$ cat src/bgh_pkg.sv
// Battery gauge package: shared types, level and divider-select codes, discharge curve.
// No dependencies; used by every module of the gauge.
`default_nettype none
package bgh_pkg;

   localparam int CURVE_MAX = 16;
   localparam int DIV_W     = 24;
   localparam int DEN_W     = 13;

   localparam logic [11:0] RAW_FULL = 12'd4095;

   localparam logic [1:0] LVL_NORMAL   = 2'd0;
   localparam logic [1:0] LVL_LOW      = 2'd1;
   localparam logic [1:0] LVL_CRIT     = 2'd2;
   localparam logic [1:0] LVL_CHARGING = 2'd3;

   localparam logic [1:0] DSEL_AVG = 2'd0;
   localparam logic [1:0] DSEL_PCT = 2'd2;

   localparam logic [2:0] REG_LOW_ENTER  = 3'd0;
   localparam logic [2:0] REG_LOW_EXIT   = 3'd1;
   localparam logic [2:0] REG_CRIT_ENTER = 3'd2;
   localparam logic [2:0] REG_CRIT_EXIT  = 3'd3;
   localparam logic [2:0] REG_CHARGING   = 3'd4;
   localparam logic [2:0] REG_ADC_REF    = 3'd5;

   // LiPo discharge curve, highest voltage first; tail repeats the last point
   localparam logic [12:0] CURVE_MV [CURVE_MAX] = '{
      13'd4200, 13'd4150, 13'd4100, 13'd4050, 13'd4000, 13'd3950, 13'd3900, 13'd3850,
      13'd3800, 13'd3750, 13'd3700, 13'd3650, 13'd3600, 13'd3000, 13'd3000, 13'd3000
   };
   localparam logic [6:0] CURVE_PCT [CURVE_MAX] = '{
      7'd100, 7'd95, 7'd90, 7'd85, 7'd80, 7'd75, 7'd70, 7'd60,
      7'd55, 7'd50, 7'd40, 7'd30, 7'd20, 7'd0, 7'd0, 7'd0
   };

   typedef struct packed {
      logic [6:0]  low_enter_pct;
      logic [6:0]  low_exit_pct;
      logic [6:0]  crit_enter_pct;
      logic [6:0]  crit_exit_pct;
      logic [12:0] charging_mv;
      logic [11:0] adc_ref_mv;
   } cfg_type;

   typedef struct packed {
      logic       acc;
      logic       clr;
      logic       div_start;
      logic [1:0] div_sel;
      logic       load_avg;
      logic       load_prod;
      logic       load_mv;
      logic       load_seg;
      logic       load_pct;
      logic       load_out;
   } cmd_type;

   typedef struct packed {
      logic last;
      logic div_done;
   } status_type;

endpackage
`default_nettype wire

$ cat src/bgh_div.sv
// Restoring divider, one quotient bit per cycle, shared by the gauge datapath.
// Depends on bgh_pkg for operand widths.
`default_nettype none
module bgh_div (
   input  wire logic                        clock,
   input  wire logic                        reset,
   input  wire logic                        start,
   input  wire logic [bgh_pkg::DIV_W-1:0]   dividend,
   input  wire logic [bgh_pkg::DEN_W-1:0]   divisor,
   output logic                             done,
   output logic [bgh_pkg::DIV_W-1:0]        quotient
);
   import bgh_pkg::*;

   localparam int CNT_W = $clog2(DIV_W + 1);

   logic [DIV_W-1:0] dvd_ff, dvd_in;
   logic [DEN_W-1:0] rem_ff, rem_in;
   logic [DEN_W-1:0] den_ff, den_in;
   logic [CNT_W-1:0] cnt_ff, cnt_in;
   logic             busy_ff, busy_in;
   logic             done_ff, done_in;
   logic [DEN_W:0]   part;
   logic [DEN_W+1:0] trial;

   always_comb begin
      part    = {rem_ff, dvd_ff[DIV_W-1]};
      trial   = {1'b0, part} - {2'b00, den_ff};
      dvd_in  = dvd_ff;
      rem_in  = rem_ff;
      den_in  = den_ff;
      cnt_in  = cnt_ff;
      busy_in = busy_ff;
      done_in = 1'b0;
      if (start) begin
         dvd_in  = dividend;
         den_in  = divisor;
         rem_in  = '0;
         cnt_in  = CNT_W'(DIV_W);
         busy_in = 1'b1;
      end else if (busy_ff) begin
         if (!trial[DEN_W+1]) begin
            rem_in = trial[DEN_W-1:0];
            dvd_in = {dvd_ff[DIV_W-2:0], 1'b1};
         end else begin
            rem_in = part[DEN_W-1:0];
            dvd_in = {dvd_ff[DIV_W-2:0], 1'b0};
         end
         cnt_in = cnt_ff - 1'b1;
         if (cnt_ff == CNT_W'(1)) begin
            busy_in = 1'b0;
            done_in = 1'b1;
         end
      end
   end

   always_ff @(posedge clock) begin
      dvd_ff <= dvd_in;
      rem_ff <= rem_in;
      den_ff <= den_in;
      cnt_ff <= cnt_in;
      if (reset) begin
         busy_ff <= 1'b0;
         done_ff <= 1'b0;
      end else begin
         busy_ff <= busy_in;
         done_ff <= done_in;
      end
   end

   assign done     = done_ff;
   assign quotient = dvd_ff;

endmodule
`default_nettype wire

$ cat src/bgh_dp.sv
// Gauge datapath: sample accumulation, average and millivolt conversion, curve
// lookup, hysteresis level and result registers. Depends on bgh_pkg and bgh_div.
`default_nettype none
module bgh_dp #(
   parameter int SAMPLES      = 16,
   parameter int CURVE_POINTS = 14
) (
   input  wire logic                  clock,
   input  wire logic                  reset,
   input  wire bgh_pkg::cmd_type      cmd,
   output bgh_pkg::status_type        status,
   input  wire bgh_pkg::cfg_type      cfg,
   input  wire logic [11:0]           raw_sample,
   input  wire logic                  sample_ok,
   output logic [12:0]                battery_mv,
   output logic [6:0]                 charge_percent,
   output logic [1:0]                 level_state,
   output logic                       state_changed
);
   import bgh_pkg::*;

   localparam int CURVE_LEN = (CURVE_POINTS < 2) ? 2 :
                              ((CURVE_POINTS > CURVE_MAX) ? CURVE_MAX : CURVE_POINTS);
   localparam logic [12:0] MV_LAST = CURVE_MV[CURVE_LEN-1];

   logic [15:0] sum_ff, sum_in;
   logic [4:0]  cnt_ff, cnt_in;
   logic [3:0]  idx_ff, idx_in;
   logic [1:0]  lvl_ff, lvl_in;
   logic [11:0] avg_ff;
   logic [23:0] prod_ff;
   logic [12:0] mv_ff;
   logic [19:0] num_ff;
   logic [12:0] den_ff;
   logic [6:0]  plo_ff;
   logic        full_ff;
   logic [6:0]  pct_ff;
   logic [12:0] out_mv_ff;
   logic [6:0]  out_pct_ff;
   logic [1:0]  out_lvl_ff;
   logic        out_chg_ff;

   logic             last;
   logic [4:0]       taken;
   logic [DIV_W-1:0] dvd;
   logic [DEN_W-1:0] dsr;
   logic             div_done;
   logic [DIV_W-1:0] quo;
   logic [12:0]      mv_fold;
   logic [11:0]      mv_quo;

   logic        found;
   logic [12:0] seg_vlo;
   logic [12:0] seg_den;
   logic [6:0]  seg_plo;
   logic [6:0]  seg_span;
   logic [12:0] seg_diff;
   logic [1:0]  lvl_next;

   assign taken = {1'b0, idx_ff} + 5'd1;
   assign last  = (taken == 5'(SAMPLES));

   // accumulator; window cleared once the average division has latched the sum
   always_comb begin
      sum_in = sum_ff;
      cnt_in = cnt_ff;
      idx_in = idx_ff;
      if (cmd.clr) begin
         sum_in = '0;
         cnt_in = '0;
         idx_in = '0;
      end else if (cmd.acc) begin
         if (sample_ok) begin
            sum_in = sum_ff + {4'd0, raw_sample};
            cnt_in = cnt_ff + 5'd1;
         end
         idx_in = last ? 4'd0 : taken[3:0];
      end
   end

   // divider operands; an empty window has a zero sum, so divisor one gives zero
   always_comb begin
      case (cmd.div_sel)
         DSEL_AVG: begin
            dvd = {8'd0, sum_ff};
            dsr = (cnt_ff == 5'd0) ? 13'd1 : {8'd0, cnt_ff};
         end
         DSEL_PCT: begin
            dvd = {4'd0, num_ff};
            dsr = den_ff;
         end
         default: begin
            dvd = '0;
            dsr = 13'd1;
         end
      endcase
   end

   bgh_div u_div (
      .clock    (clock),
      .reset    (reset),
      .start    (cmd.div_start),
      .dividend (dvd),
      .divisor  (dsr),
      .done     (div_done),
      .quotient (quo)
   );

   // x / 4095 with x = hi*4096 + lo = hi*4095 + (hi + lo); the product never
   // exceeds 4095*4095, so hi + lo stays below 2*4095 and one carry suffices
   assign mv_fold = {1'b0, prod_ff[23:12]} + {1'b0, prod_ff[11:0]};
   assign mv_quo  = prod_ff[23:12] + {11'd0, (mv_fold >= {1'b0, RAW_FULL})};

   // first curve segment that brackets the voltage
   always_comb begin
      found   = 1'b0;
      seg_vlo = '0;
      seg_den = 13'd1;
      seg_plo = '0;
      seg_span = '0;
      for (int i = 0; i < CURVE_MAX - 1; i++) begin
         if (!found && (i + 1 < CURVE_LEN) && (CURVE_MV[i] > CURVE_MV[i+1]) &&
             (mv_ff <= CURVE_MV[i]) && (mv_ff >= CURVE_MV[i+1])) begin
            found    = 1'b1;
            seg_vlo  = CURVE_MV[i+1];
            seg_den  = CURVE_MV[i] - CURVE_MV[i+1];
            seg_plo  = CURVE_PCT[i+1];
            seg_span = (CURVE_PCT[i] >= CURVE_PCT[i+1]) ?
                       (CURVE_PCT[i] - CURVE_PCT[i+1]) : 7'd0;
         end
      end
      seg_diff = mv_ff - seg_vlo;
   end

   always_comb begin
      if (mv_ff > cfg.charging_mv) begin
         lvl_next = LVL_CHARGING;
      end else if (lvl_ff == LVL_CRIT && pct_ff < cfg.crit_exit_pct) begin
         lvl_next = LVL_CRIT;
      end else if (lvl_ff == LVL_LOW && pct_ff <= cfg.crit_enter_pct) begin
         lvl_next = LVL_CRIT;
      end else if (lvl_ff == LVL_LOW && pct_ff < cfg.low_exit_pct) begin
         lvl_next = LVL_LOW;
      end else if (pct_ff <= cfg.crit_enter_pct) begin
         lvl_next = LVL_CRIT;
      end else if (pct_ff <= cfg.low_enter_pct) begin
         lvl_next = LVL_LOW;
      end else begin
         lvl_next = LVL_NORMAL;
      end
      lvl_in = cmd.load_out ? lvl_next : lvl_ff;
   end

   always_ff @(posedge clock) begin
      if (reset) begin
         sum_ff <= '0;
         cnt_ff <= '0;
         idx_ff <= '0;
         lvl_ff <= LVL_NORMAL;
      end else begin
         sum_ff <= sum_in;
         cnt_ff <= cnt_in;
         idx_ff <= idx_in;
         lvl_ff <= lvl_in;
      end
   end

   always_ff @(posedge clock) begin
      if (cmd.load_avg) begin
         avg_ff <= (quo > {12'd0, RAW_FULL}) ? RAW_FULL : quo[11:0];
      end
      if (cmd.load_prod) begin
         prod_ff <= avg_ff * cfg.adc_ref_mv;
      end
      if (cmd.load_mv) begin
         mv_ff <= {mv_quo, 1'b0};
      end
      if (cmd.load_seg) begin
         full_ff <= (mv_ff >= CURVE_MV[0]);
         if (mv_ff >= CURVE_MV[0] || mv_ff <= MV_LAST || !found) begin
            num_ff <= '0;
            den_ff <= 13'd1;
            plo_ff <= '0;
         end else begin
            num_ff <= seg_diff * seg_span;
            den_ff <= seg_den;
            plo_ff <= seg_plo;
         end
      end
      if (cmd.load_pct) begin
         pct_ff <= full_ff ? CURVE_PCT[0] : (plo_ff + quo[6:0]);
      end
      if (cmd.load_out) begin
         out_mv_ff  <= mv_ff;
         out_pct_ff <= pct_ff;
         out_lvl_ff <= lvl_next;
         out_chg_ff <= (lvl_next != lvl_ff);
      end
   end

   assign status.last     = last;
   assign status.div_done = div_done;

   assign battery_mv     = out_mv_ff;
   assign charge_percent = out_pct_ff;
   assign level_state    = out_lvl_ff;
   assign state_changed  = out_chg_ff;

endmodule
`default_nettype wire

$ cat src/bgh_ctrl.sv
// Gauge controller: sequences the window close through the shared divider and
// owns both handshakes. Depends on bgh_pkg.
`default_nettype none
module bgh_ctrl (
   input  wire logic                  clock,
   input  wire logic                  reset,
   input  wire logic                  req_valid,
   output logic                       req_stall,
   output logic                       rsp_valid,
   input  wire logic                  rsp_stall,
   input  wire bgh_pkg::status_type   status,
   output bgh_pkg::cmd_type           cmd
);
   import bgh_pkg::*;

   localparam logic [3:0] S_IDLE   = 4'd0;
   localparam logic [3:0] S_AVG_GO = 4'd1;
   localparam logic [3:0] S_AVG_W  = 4'd2;
   localparam logic [3:0] S_MUL    = 4'd3;
   localparam logic [3:0] S_MV     = 4'd4;
   localparam logic [3:0] S_SEG    = 4'd5;
   localparam logic [3:0] S_PCT_GO = 4'd6;
   localparam logic [3:0] S_PCT_W  = 4'd7;
   localparam logic [3:0] S_LVL    = 4'd8;

   logic [3:0] state_ff, state_in;
   logic       rsp_valid_ff, rsp_valid_in;
   logic       accept;

   // a window may only close once the previous result has gone
   assign req_stall = (state_ff != S_IDLE) || (status.last && rsp_valid_ff);
   assign accept    = req_valid && !req_stall;

   always_comb begin
      cmd          = '0;
      cmd.div_sel  = DSEL_AVG;
      state_in     = state_ff;
      rsp_valid_in = rsp_valid_ff && rsp_stall;
      case (state_ff)
         S_IDLE: begin
            if (accept) begin
               cmd.acc = 1'b1;
               if (status.last) begin
                  state_in = S_AVG_GO;
               end
            end
         end
         S_AVG_GO: begin
            cmd.div_start = 1'b1;
            cmd.div_sel   = DSEL_AVG;
            cmd.clr       = 1'b1;
            state_in      = S_AVG_W;
         end
         S_AVG_W: begin
            if (status.div_done) begin
               cmd.load_avg = 1'b1;
               state_in     = S_MUL;
            end
         end
         S_MUL: begin
            cmd.load_prod = 1'b1;
            state_in      = S_MV;
         end
         S_MV: begin
            cmd.load_mv = 1'b1;
            state_in    = S_SEG;
         end
         S_SEG: begin
            cmd.load_seg = 1'b1;
            state_in     = S_PCT_GO;
         end
         S_PCT_GO: begin
            cmd.div_start = 1'b1;
            cmd.div_sel   = DSEL_PCT;
            state_in      = S_PCT_W;
         end
         S_PCT_W: begin
            if (status.div_done) begin
               cmd.load_pct = 1'b1;
               state_in     = S_LVL;
            end
         end
         S_LVL: begin
            cmd.load_out = 1'b1;
            rsp_valid_in = 1'b1;
            state_in     = S_IDLE;
         end
         default: begin
            state_in = S_IDLE;
         end
      endcase
   end

   always_ff @(posedge clock) begin
      if (reset) begin
         state_ff     <= S_IDLE;
         rsp_valid_ff <= 1'b0;
      end else begin
         state_ff     <= state_in;
         rsp_valid_ff <= rsp_valid_in;
      end
   end

   assign rsp_valid = rsp_valid_ff;

endmodule
`default_nettype wire

$ cat src/battery_gauge_hysteresis.sv
// Battery gauge: averages SAMPLES readings, maps to mV and percent, tracks level.
// Samples are taken one per cycle while req_stall is low; the result follows the closing
// sample after two 24-step passes of the shared restoring divider plus sequencing, with
// the input stalled meanwhile.
// A closing sample waits while the previous result is still untaken.
// Synchronous active-high reset clears the window, sets level (normal) and config defaults.
// Depends on bgh_pkg, bgh_ctrl, bgh_dp, bgh_div.
`default_nettype none
module battery_gauge_hysteresis #(
   parameter int SAMPLES      = 16,
   parameter int CURVE_POINTS = 14
) (
   input  wire logic        clock,
   input  wire logic        reset,
   input  wire logic        req_valid,
   output logic             req_stall,
   input  wire logic [11:0] req_raw_sample,
   input  wire logic        req_sample_ok,
   output logic             rsp_valid,
   input  wire logic        rsp_stall,
   output logic [12:0]      rsp_battery_mv,
   output logic [6:0]       rsp_charge_percent,
   output logic [1:0]       rsp_level_state,
   output logic             rsp_state_changed,
   input  wire logic        psel,
   input  wire logic        penable,
   input  wire logic        pwrite,
   input  wire logic [4:0]  paddr,
   input  wire logic [31:0] pwdata,
   output logic [31:0]      prdata,
   output logic             pready
);
   import bgh_pkg::*;

   cfg_type    cfg_ff, cfg_in;
   cmd_type    cmd;
   status_type status;
   logic       wr;
   logic [2:0] reg_idx;

   assign pready  = 1'b1;
   assign wr      = psel && penable && pwrite;
   assign reg_idx = paddr[4:2];

   always_comb begin
      cfg_in = cfg_ff;
      if (wr) begin
         case (reg_idx)
            REG_LOW_ENTER:  cfg_in.low_enter_pct  = pwdata[6:0];
            REG_LOW_EXIT:   cfg_in.low_exit_pct   = pwdata[6:0];
            REG_CRIT_ENTER: cfg_in.crit_enter_pct = pwdata[6:0];
            REG_CRIT_EXIT:  cfg_in.crit_exit_pct  = pwdata[6:0];
            REG_CHARGING:   cfg_in.charging_mv    = pwdata[12:0];
            REG_ADC_REF:    cfg_in.adc_ref_mv     = pwdata[11:0];
            default: begin
            end
         endcase
      end
   end

   always_comb begin
      case (reg_idx)
         REG_LOW_ENTER:  prdata = {25'd0, cfg_ff.low_enter_pct};
         REG_LOW_EXIT:   prdata = {25'd0, cfg_ff.low_exit_pct};
         REG_CRIT_ENTER: prdata = {25'd0, cfg_ff.crit_enter_pct};
         REG_CRIT_EXIT:  prdata = {25'd0, cfg_ff.crit_exit_pct};
         REG_CHARGING:   prdata = {19'd0, cfg_ff.charging_mv};
         REG_ADC_REF:    prdata = {20'd0, cfg_ff.adc_ref_mv};
         default:        prdata = '0;
      endcase
   end

   always_ff @(posedge clock) begin
      if (reset) begin
         cfg_ff.low_enter_pct  <= 7'd10;
         cfg_ff.low_exit_pct   <= 7'd12;
         cfg_ff.crit_enter_pct <= 7'd5;
         cfg_ff.crit_exit_pct  <= 7'd7;
         cfg_ff.charging_mv    <= 13'd4150;
         cfg_ff.adc_ref_mv     <= 12'd3300;
      end else begin
         cfg_ff <= cfg_in;
      end
   end

   bgh_ctrl u_ctrl (
      .clock     (clock),
      .reset     (reset),
      .req_valid (req_valid),
      .req_stall (req_stall),
      .rsp_valid (rsp_valid),
      .rsp_stall (rsp_stall),
      .status    (status),
      .cmd       (cmd)
   );

   bgh_dp #(
      .SAMPLES      (SAMPLES),
      .CURVE_POINTS (CURVE_POINTS)
   ) u_dp (
      .clock          (clock),
      .reset          (reset),
      .cmd            (cmd),
      .status         (status),
      .cfg            (cfg_ff),
      .raw_sample     (req_raw_sample),
      .sample_ok      (req_sample_ok),
      .battery_mv     (rsp_battery_mv),
      .charge_percent (rsp_charge_percent),
      .level_state    (rsp_level_state),
      .state_changed  (rsp_state_changed)
   );

endmodule
`default_nettype wire

$ cat config.mk
export PLATFORM = sky130hd
export DESIGN_NAME = battery_gauge_hysteresis
export DESIGN_NICKNAME = d
export VERILOG_FILES = /design/src/bgh_pkg.sv /design/src/bgh_div.sv /design/src/bgh_dp.sv /design/src/bgh_ctrl.sv /design/src/battery_gauge_hysteresis.sv
export SDC_FILE = /design/constraint.sdc
export NUM_CORES = 1
export LEC_CHECK = 0
export BUFFER_PORTS_ARGS = -buffer_cell sky130_fd_sc_hd__buf_2
export CAP_MARGIN = 20
export CORE_MARGIN = 4
export CORE_UTILIZATION = 40
export DETAILED_ROUTE_END_ITERATION = 12
export GPL_TIMING_DRIVEN = 1
export PLACE_DENSITY_LB_ADDON = 0.08
export SYNTH_ARGS = -nofsm -noshare
export SYNTH_HDL_FRONTEND = slang
export SYNTH_SLANG_ARGS = --single-unit
$ cat constraint.sdc
create_clock -name clock -period 14.4 [get_ports clock]
set_input_delay 0.72 -clock clock [delete_from_list [all_inputs] [get_ports clock]]
set_output_delay 0.72 -clock clock [all_outputs]
set_load 0.01 [all_outputs]
==> results.sh <==
export IMPL_via_per_inst=5.19
export IMPL_endpoint_kind="register"
export IMPL_cts_inserted_buffers=30
export IMPL_crit_buf_inv=3
export IMPL_crit_fanout=22
export IMPL_cap_violations=0
export IMPL_intPower_w=0.00144
export IMPL_initial_utilization_pct=40.7
export IMPL_antenna_found_initial=0
export IMPL_die_area_um2=53800
export IMPL_rsz0062_at_grt="false"
export IMPL_yosysTopAreaCellShare_pct=20.7
export IMPL_clk_latency_ps=580
export IMPL_synth_most_common_cell="inv_1"
export IMPL_grt_start_max_net_pins=49
export IMPL_ys_types=83
export IMPL_power_switching_w=0.000572
export IMPL_coreArea_um2=49300
export IMPL_cts_resized=0
export IMPL_worstHoldPathCells=3
export IMPL_fmax_ghz=0.120
export IMPL_startpoint="u_dp.mv_ff[12]$_DFFE_PP_"
export IMPL_synth_top_cells_by_count="236 x inv_1, 233 x nand2_1, 194 x ha_1"
export IMPL_firstDrtPassIters=6
export IMPL_yosysWarnings=0
export IMPL_cp_depth=32
export IMPL_max_slew_margin_pct=27.8
export IMPL_rows=81
export IMPL_dp_hpwl_mm=37.9
export IMPL_swShare_pct=28.5
export IMPL_nFillCells=4908
export IMPL_die_x_um=232
export IMPL_synth_area_top_cells="edfxtp_1 21%, fa_1 13%, ha_1 12%, dfxtp_1 10%, inv_1 4.4%"
export IMPL_grt_pass1_vias=15000
export IMPL_drive_above_1_share_pct=8.85
export IMPL_ctsHtreeMaxLevel=1
export IMPL_r2r_slack_ps=6060
export IMPL_cts_sinks=243
export IMPL_p_seq_share_pct=39.9
export IMPL_postCtsHoldBufs=0
export IMPL_pin_count=115
export IMPL_crit_end="u_dp.num_ff[17]$_SDFFCE_PP0P_"
export IMPL_clk_root_buffer_cell="clkbuf_16"
export IMPL_seqCellArea_um2=6250
export IMPL_synth_avg_cell_area_um2=9.35
export IMPL_synth_edf_count=138
export IMPL_crit_type="register to register"
export IMPL_gp_congestion=0.850
export IMPL_reg2reg_from="u_dp.mv_ff[12]$_DFFE_PP_"
export IMPL_drtIter0Drc=1026
export IMPL_synthCells=2144
export IMPL_slowest_delay_ps=900
export IMPL_power_share_combinational_pct=21.5
export IMPL_grt_overflow=0
export IMPL_synth_seq_cells=243
export IMPL_cts_tree="yes"
export IMPL_die_h_um=232
export IMPL_min_period_ps=8340
export IMPL_synth_flop_cell="edfxtp_1"
export IMPL_drc=0
export IMPL_clkTransAtPathRegs_ps=60
export IMPL_post_cts_buffers=0
export IMPL_wire_per_inst_um=17.3
export IMPL_nets=2566
export IMPL_grt_first_pass_wirelength_mm=81.9
export IMPL_dpl_cell_area_um2=21000
export IMPL_final_hold_viol_count=0
export IMPL_layout_area_overhead_vs_synth_pct=9.87
export IMPL_critPathLaunchType="register"
export IMPL_num_vias=14900
export IMPL_fin_setup_tns_ps=0
export IMPL_slowest_stage="edfxtp_1"
export IMPL_hold_path_class="primary input to register"
export IMPL_reg2reg_to="u_dp.num_ff[17]$_SDFFCE_PP0P_"
export IMPL_multi_input_area_um2=12500
export IMPL_drv_slew=0
export IMPL_finalCritPeriodShare_pct=57.9
export IMPL_final_area_um2=22000
export IMPL_worstRegToRegCells=32
export IMPL_cts_buffer_depth=3
export IMPL_arrival_ps=8660
export IMPL_ir_worst_vdd_uv=62.5
export IMPL_tightest_slew_ps=1080
export IMPL_async_flop_share_pct=0
export IMPL_antennaDiodeCount=0
export IMPL_outcome="finished, final reports clean"
export IMPL_ys_seq_area_share_pct=31.1
export IMPL_power_share_clock_pct=38.7
export IMPL_cp_top_family="adder cells"
export IMPL_synth_top_cell_by_area="edfxtp_1"
export IMPL_pwr_density_cell_nw_per_um2=91.1
export IMPL_critPathRequiredTime_ps=14720
export IMPL_drtAntennaViolNets=0
export IMPL_setup_viol=0
export IMPL_syn_area_um2=20100
export IMPL_wl_mm=49.7
export IMPL_grt_usage_pct=18.8
export IMPL_hold_start="rsp_stall"
export IMPL_skew_ps=27.1
export IMPL_p_leak_nw=9.64
export IMPL_port_buffers=72
## through the flow
| step | hold WS (ps) | utilization (%) | instances | setup WS, ps | power (W) |
|---|---|---|---|---|---|
| 6_report | 378 | 44.7 | 2868 | 6060 | 0.00201 |
| 3_5_place_dp | 449 | 42.6 | 2809 | 6120 | 0.00125 |
| 4_1_cts | 344 | 44.6 | 2865 | 6090 | 0.00204 |
| 3_3_place_gp | 443 | 42.6 | 2809 | 6090 | 0.00124 |
| 5_1_grt | 373 | 44.7 | 2868 | 5490 | 0.00213 |
| 2_1_floorplan | 432 | - | 2163 | 7120 | 0.00114 |
## power by group through the flow
| stage | sequential [W] | clock, W | combinational, W |
|---|---|---|---|
| after floorplan | 0.000805 | 0 | 0.000339 |
| after global placement | 0.000814 | 0 | 0.000426 |
| after detailed placement | 0.000815 | 0 | 0.000432 |
| after CTS | 0.000800 | 0.000803 | 0.000438 |
| after global routing | 0.000805 | 0.000831 | 0.000498 |
| final | 0.000800 | 0.000776 | 0.000431 |
## cell families after synthesis
group,Yosys count,share of synthesized area (%)
other,2,0.0374
multiplexers,71,3.56
buffers and inverters,340,6.89
AND/OR/NAND/NOR,734,17.9
adder cells (fa/ha/maj),329,25.6
flip-flops,243,31.1
XOR/XNOR,86,3.76
AO/OA/AOI/OAI,339,11.1
## worst min path at each step
stage | to | slack (ps)
floorplan | u_dp.u_div.rem_ff[12]$_SDFFE_PN0P_ | 430
global placement | u_dp.u_div.rem_ff[12]$_SDFFE_PN0P_ | 440
detailed placement | cfg_ff[18]$_SDFFE_PP0P_ | 450
CTS | u_ctrl.rsp_valid$_SDFF_PP0_ | 340
global route | u_ctrl.rsp_valid$_SDFF_PP0_ | 370
finish | u_ctrl.rsp_valid$_SDFF_PP0_ | 380
## layout make-up
type	count	area share, %
multi-input combinational	1580	56.9
sequential	243	28.3
inverter	236	4.02
tap	664	3.77
clock buffer	40	3.76
timing repair buffer	89	2.32
clock inverter	16	0.897
## flip-flops by register name, summed over array words and instances, names as in the netlist, 5 cells and up
register	count
u_dp.num_ff	18
u_dp.pct_ff	7
cfg_ff	53
u_dp.battery_mv	12
u_dp.u_div.rem_ff	13
u_dp.sum_ff	16
u_dp.cnt_ff	5
u_dp.mv_ff	12
u_dp.u_div.den_ff	7
u_dp.charge_percent	7
u_dp.prod_ff	24
u_dp.plo_ff	7
u_dp.avg_ff	12
u_dp.u_div.cnt_ff	5
u_dp.u_div.quotient	24
## worst register-to-register path, delay by kind of cell (launching register included)
family / cells / cell delay, ps
AO/OA/AOI/OAI: 11 / 1930
flip-flops: 1 / 900
multiplexers: 1 / 330
XOR/XNOR: 1 / 140
adder cells (fa/ha/maj): 6 / 2460
AND/OR/NAND/NOR: 10 / 2180
buffers and inverters: 3 / 160
## cells in the final DEF, fill, tap and decap left out, types with 18 or more instances in the layout
cell       count
clkbuf_16     30
conb_1        21
and2_1        74
nand3_1       28
o21ai_0       66
a211oi_1      18
nor2b_1       34
nand2b_1      28
a21oi_1      108
or2_2         27
fa_1         135
edfxtp_1     138
nand2_1      233
xor2_1        27
buf_2         72
nor3_1        24
ha_1         194
nor2_1       183
xnor2_1       59
inv_1        236
a21o_1        33
dfxtp_1      105
mux2i_1       69
## metal layers
metal | vias to the layer above | track usage [%] | wire length, µm
met5 | - | 0.919 | 62
met4 | 2 | 4.33 | 1060
li1 | 7316 | - | -
met2 | 313 | 29.2 | 21600
met1 | 7178 | 27.9 | 24600
met3 | 69 | 2.44 | 2310
(Power assumes the default switching activity.)
